**src/wide_float_add_sub_mul_top_macros.svh**
```systemverilog
// Assertion macros shared by the wide float lane modules.
`ifndef WIDE_FLOAT_ADD_SUB_MUL_TOP_MACROS_SVH
`define WIDE_FLOAT_ADD_SUB_MUL_TOP_MACROS_SVH
// Implication checked on every rising clock edge outside reset.
`define WF_ASSERT_IMP(label, clk, rst_n, ante, cons) \
    label: assert property (@(posedge clk) disable iff (!rst_n) (ante) |-> (cons)) \
        else $error("assertion failed");
// Next-cycle implication checked outside reset.
`define WF_ASSERT_NEXT(label, clk, rst_n, ante, cons) \
    label: assert property (@(posedge clk) disable iff (!rst_n) (ante) |=> (cons)) \
        else $error("assertion failed");
`endif

```
**src/wfasm_pkg.sv**
```systemverilog
// Package with the item types and codes of the wide float lane.
package wfasm_pkg;
    localparam logic [1:0] CMD_ADD = 2'd0;
    localparam logic [1:0] CMD_SUB = 2'd1;
    localparam int DEPTH = 4;

    typedef struct packed {
        logic [1:0]         cmd;
        logic               a_sign;
        logic signed [63:0] a_exp;
        logic [62:0]        a_mant;
        logic               b_sign;
        logic signed [63:0] b_exp;
        logic [62:0]        b_mant;
    } in_item_t;

    typedef struct packed {
        logic               r_sign;
        logic signed [63:0] r_exp;
        logic [62:0]        r_mant;
    } out_item_t;

    function automatic logic [6:0] clz64(input logic [63:0] v);
        logic [6:0] n;
        logic       found;
        n = 7'd64;
        found = 1'b0;
        for (int i = 63; i >= 0; i--) begin
            if (v[i] && !found) begin
                n = 7'(63 - i);
                found = 1'b1;
            end
        end
        return n;
    endfunction
endpackage

```
**src/wfasm_add.sv**
```systemverilog
// Add path: swap and align, sum or difference, then renormalisation.
module wfasm_add (
    input  logic                  clk,
    input  logic                  rst_n,
    input  logic                  in_valid,
    input  wfasm_pkg::in_item_t   in_item,
    output logic                  out_valid,
    output wfasm_pkg::out_item_t  out_item
);
    import wfasm_pkg::*;

    `include "wide_float_add_sub_mul_top_macros.svh"

    logic        v1_reg, v2_reg, v3_reg;
    logic        sa_next, sb_next, sb_eff;
    logic [63:0] ea_next, eb_next, d;
    logic [62:0] ma_next, mb_next;
    logic        sa_reg, like_reg;
    logic [63:0] ea_reg;
    logic [63:0] ma_reg, mb_reg;
    logic [63:0] sum_next;
    logic        neg_next;
    logic        rs2_reg, like2_reg;
    logic [63:0] e2_reg, val2_reg;
    logic [6:0]  lz;
    out_item_t   res_next, res_reg;

    always_comb
    begin
        sb_eff = in_item.b_sign ^ (in_item.cmd == CMD_SUB);
        if ($signed(in_item.a_exp) < $signed(in_item.b_exp)) begin
            sa_next = sb_eff;          sb_next = in_item.a_sign;
            ea_next = in_item.b_exp;   eb_next = in_item.a_exp;
            ma_next = in_item.b_mant;  mb_next = in_item.a_mant;
        end else begin
            sa_next = in_item.a_sign;  sb_next = sb_eff;
            ea_next = in_item.a_exp;   eb_next = in_item.b_exp;
            ma_next = in_item.a_mant;  mb_next = in_item.b_mant;
        end
        d = ea_next - eb_next;
    end

    always_comb
    begin
        if (like_reg) begin
            sum_next = ma_reg + mb_reg;
        end else begin
            sum_next = ma_reg - mb_reg;
        end
        neg_next = !like_reg && sum_next[63];
    end

    always_comb
    begin
        lz = clz64(val2_reg);
        res_next.r_sign = rs2_reg;
        if (like2_reg) begin
            if (val2_reg[63]) begin
                res_next.r_mant = val2_reg[63:1];
                res_next.r_exp  = e2_reg + 64'd1;
            end else begin
                res_next.r_mant = val2_reg[62:0];
                res_next.r_exp  = e2_reg;
            end
        end else if (val2_reg == 64'd0) begin
            res_next.r_mant = 63'd0;
            res_next.r_exp  = 64'd0;
        end else begin
            res_next.r_mant = 63'(val2_reg << (lz - 7'd1));
            res_next.r_exp  = e2_reg - {57'd0, lz - 7'd1};
        end
        if (res_next.r_mant == 63'd0) begin
            res_next.r_exp = 64'd0;
        end
    end

    always_ff @(posedge clk or negedge rst_n)
    begin
        if (!rst_n) begin
            v1_reg <= 1'b0;
            v2_reg <= 1'b0;
            v3_reg <= 1'b0;
        end else begin
            v1_reg <= in_valid;
            v2_reg <= v1_reg;
            v3_reg <= v2_reg;
        end
    end

    always_ff @(posedge clk)
    begin
        sa_reg   <= sa_next;
        like_reg <= (sa_next == sb_next);
        ea_reg   <= ea_next;
        ma_reg   <= {1'b0, ma_next};
        mb_reg   <= (d >= 64'd64) ? 64'd0 : ({1'b0, mb_next} >> d[5:0]);
        rs2_reg  <= sa_reg ^ neg_next;
        like2_reg <= like_reg;
        e2_reg   <= ea_reg;
        val2_reg <= neg_next ? (64'd0 - sum_next) : sum_next;
        res_reg  <= res_next;
    end

    assign out_valid = v3_reg;
    assign out_item  = res_reg;

    `WF_ASSERT_IMP(zero_exp_a, clk, rst_n, v3_reg && res_reg.r_mant == 63'd0,
        res_reg.r_exp == 64'd0)
    `WF_ASSERT_NEXT(valid_flow_a, clk, rst_n, v1_reg, v2_reg)
    `WF_ASSERT_IMP(norm_a, clk, rst_n, v3_reg && !$past(like2_reg) && $past(val2_reg) != 64'd0,
        res_reg.r_mant[62])
endmodule

```
**config.mk**
```make
export PLATFORM = sky130hd
export DESIGN_NAME = wfasm_add
export DESIGN_NICKNAME = d
export VERILOG_FILES = /design/src/wfasm_pkg.sv /design/src/wfasm_add.sv
export VERILOG_INCLUDE_DIRS = /design/src /design/src/src
export SDC_FILE = /design/constraint.sdc
export NUM_CORES = 2
export LEC_CHECK = 0
export BUFFER_PORTS_ARGS = -buffer_cell sky130_fd_sc_hd__buf_4
export CORE_MARGIN = 4
export CORE_UTILIZATION = 44
export CTS_CLUSTER_DIAMETER = 100
export DETAILED_ROUTE_END_ITERATION = 8
export PLACE_DENSITY_LB_ADDON = 0.08
export SETUP_SLACK_MARGIN = 0.3
export SLEW_MARGIN = 40
export SYNTH_ARGS = -nofsm -noshare
export SYNTH_HDL_FRONTEND = slang
export SYNTH_SLANG_ARGS = --single-unit
```
**constraint.sdc**
```tcl
create_clock -name clk -period 16.05 [get_ports clk]
set_input_delay 2.4075 -clock clk [delete_from_list [all_inputs] [get_ports clk]]
set_output_delay 2.4075 -clock clk [all_outputs]
set_load 0.01 [all_outputs]
```
==> results.sh <==
export IMPL_path_buf_inv=3
export IMPL_p_int_uw=3150
export IMPL_syn_nets=5303
export IMPL_async_flop_share=0.00662
export IMPL_grt_overflow=0
export IMPL_path_class="input port to flip-flop"
export IMPL_insertion_delay_ns=0.63
export IMPL_ys_flop_type="dfxtp_1"
export IMPL_synth_top_area_cell="dfxtp_1"
export IMPL_cts_root_buf="clkbuf_16"
export IMPL_grt_pass1_vias=35136
export IMPL_synth_xor_area_frac=0.0520
export IMPL_hpwl_mm=116
export IMPL_fin_hold_ws_ns=0.308
export IMPL_drt_vias_per_instance=6.12
export IMPL_clk_pin_slew_ns=0.06
export IMPL_power_frac_comb=0.488
export IMPL_drive_gt1_frac=0.142
export IMPL_synth_top_family_by_area="simple AND/OR/NAND/NOR gates"
export IMPL_worst_slew_pin_slew_ns=1.01
export IMPL_nNetsFinal=5467
export IMPL_antenna_found_initial=11
export IMPL_vias=38315
export IMPL_clock_sinks=453
export IMPL_outcome="completed"
export IMPL_power_frac_seq=0.280
export IMPL_post_cts_buffers=0
export IMPL_ys_seq_elements=453
export IMPL_cp_data_required_time_ns=16.52
export IMPL_synth_top_area_share=0.238
export IMPL_gp_congestion=1.02
export IMPL_min_path_cells=0
export IMPL_fin_crit_sh=0.621
export IMPL_rr_worst_depth=24
export IMPL_die_h_um=302
export IMPL_drc=0
export IMPL_clockPowerShare=0.232
export IMPL_yosysMostFrequentCell="nand2_1"
export IMPL_synth_simple_area_share=0.232
export IMPL_grt_start_max_net_pins=91
export IMPL_syn_inst=4904
export IMPL_synth_commonest_cells="656 x nand2_1, 450 x dfxtp_1, 397 x mux2i_1"
export IMPL_power_switching_uw=2380
export IMPL_final_core_utilization=0.508
export IMPL_die_x_um=302
export IMPL_wl_per_cell_um=23.4
export IMPL_cp_arrival_ns=10.43
export IMPL_crit_path_cell_trace="buf_4 > inv_1 > ha_1 > a21o_1 > a211o_1 > a211oi_1 > o211ai_1 > o41ai_4 > nand2_4 > mux2_2 > ha_4 > a211o_1 > o311ai_0 > or3_1 > a31oi_1 > o31ai_1 > nand2_1 > mux2i_1 > nor4_1 > nand4_1 > nor3_1 > nand4_1 > buf_4 > a2111oi_0"
export IMPL_power_switching_share=0.430
export IMPL_num_rows=107
export IMPL_peakVddDrop_mv=0.0963
export IMPL_port_buffers=389
export IMPL_ioPinCount=390
export IMPL_finalClockSkew_ns=0.0489
export IMPL_setup_tns_ns=0
export IMPL_syn_area_per_cell_um2=7.73
export IMPL_muxShareOfSynthArea=0.156
export IMPL_ctsResizeCount=0
export IMPL_critPathMaxStageDelay_ns=0.78
export IMPL_period_needed_ns=9.96
export IMPL_drt_iter0_markers=3795
export IMPL_synth_adder_area_share=0.0467
export IMPL_grt_usage=0.307
export IMPL_total_power_uw=5520
export IMPL_synth_edf_count=0
export IMPL_die_area_um2=91000
export IMPL_antenna_left=0
export IMPL_drv_cap=0
export IMPL_hold_path_class="flip-flop to flip-flop"
export IMPL_cts_buffer_depth=3
export IMPL_cts_tree="done"
export IMPL_start_util=0.445
export IMPL_start_kind="input port"
export IMPL_setup_viol=0
export IMPL_dr_pass1_iters=6
export IMPL_power_density_nw_per_um2=128
export IMPL_worstSetupEndpointType="flip-flop"
export IMPL_grt_pass1_wl_mm=219
export IMPL_hold_violations=0
export IMPL_rsz0062_at_grt="no"
export IMPL_leakage_uw=0.0186
export IMPL_largest_reg_flops=128
export IMPL_synth_compound_area_frac=0.218
export IMPL_syn_area_um2=37900
export IMPL_area_growth_pct=14.1
export IMPL_ys_top_cells_by_area="dfxtp_1 24%, mux2i_1 10%, nand2_1 6.5%"
export IMPL_critPathMaxFanout=63
export IMPL_synth_cell_types=114
export IMPL_yosys_warnings=0
export IMPL_cts_max_level=2
export IMPL_cp_slowest_cell="o41ai_4"
export IMPL_critical_path_depth=24
export IMPL_synth_seq_area_share=0.239
export IMPL_max_freq_mhz=100
export IMPL_routed_wirelength_mm=147
export IMPL_core_um2=85300
export IMPL_cts_hold_buf=0
export IMPL_maxSlewViolCount=0
export IMPL_cts_buffers=50
export IMPL_cp_top_family="compound AO/OA/AOI/OAI gates"
export IMPL_max_slew_margin_rel=0.316
==> power by group through the flow <==
stage / sequential [µW] / clock (µW) / combinational [µW]
final: 1540 / 1280 / 2690
after global routing: 1570 / 1350 / 2880
after CTS: 1540 / 1300 / 2630
after detailed placement: 1560 / 0 / 2620
after global placement: 1560 / 0 / 2630
after floorplan: 1500 / 0 / 1730
==> per-stage QoR <==
stage,instance area [µm²],worst slack (ns),std cells
global route,43300,5.66,6258
floorplan,37900,6.63,4904
detailed placement,41300,5.36,6159
finish,43300,6.09,6261
global placement,41300,5.59,6158
CTS,43200,5.95,6253
==> cells by family (layout without fill, tap and decap cells) <==
group | count (synthesis) | after routing
and+or+nand+nor | 1817 | 1817
other | 0 | 7
xor gates and xnor gates | 223 | 223
muxes | 499 | 499
DFF | 453 | 453
adders and majority gates | 141 | 141
buffers and inverters | 501 | 707
AOI/OAI and AO/OA | 1270 | 1270
==> cell type report <==
type,count,area [µm²]
antenna,7,17.5
clock buffer,58,1340
clock inverter,36,532
fill,8381,42000
inverter,171,644
multi-input combinational,3950,26900
sequential,453,9090
tap,1144,1430
timing repair buffer,442,3350
==> path summary, 6_finish.rpt <==
path / start / end / slack, ns
setup reg to reg: val2_reg[63] / out_item[113] / 6.82
setup / recovery: in_item[120] / mb_reg[5] / 6.09
hold reg to reg: ea_reg[56] / e2_reg[56] / 0.31
max in group asynchronous: rst_n / out_valid / 14.39
hold / removal: ea_reg[56] / e2_reg[56] / 0.31
min in group asynchronous: rst_n / v1_reg / 1.56
==> cells in the final DEF, fill, tap and decap left out, drive strengths merged, types with 32 or more instances in the layout <==
master	instances
nand2	657
dfxtp	450
buf	442
mux2i	397
nor2	338
a21oi	323
o21ai	293
nor3	184
inv	177
ha	136
xnor2	117
nand3	111
xor2	106
and3	79
a31oi	77
o22ai	69
mux4	69
nor4	63
clkbuf	58
a211oi	55
nand2b	55
and2	55
or3	53
nand4	48
a21o	45
nor2b	42
o211ai	41
mux2	33
or4	32
==> per-layer routing <==
| layer | part of all wire | vias up | wire [µm] | GRT usage |
|---|---|---|---|---|
| li1 | - | 18372 | - | - |
| met1 | 0.47 | 18021 | 68300 | 0.458 |
| met2 | 0.42 | 1683 | 62100 | 0.457 |
| met3 | 0.077 | 235 | 11300 | 0.0411 |
| met4 | 0.034 | 4 | 4940 | 0.0959 |
| met5 | 0.00018 | - | 27 | 0 |
No activity file was read; power rests on OpenSTA's default activity.
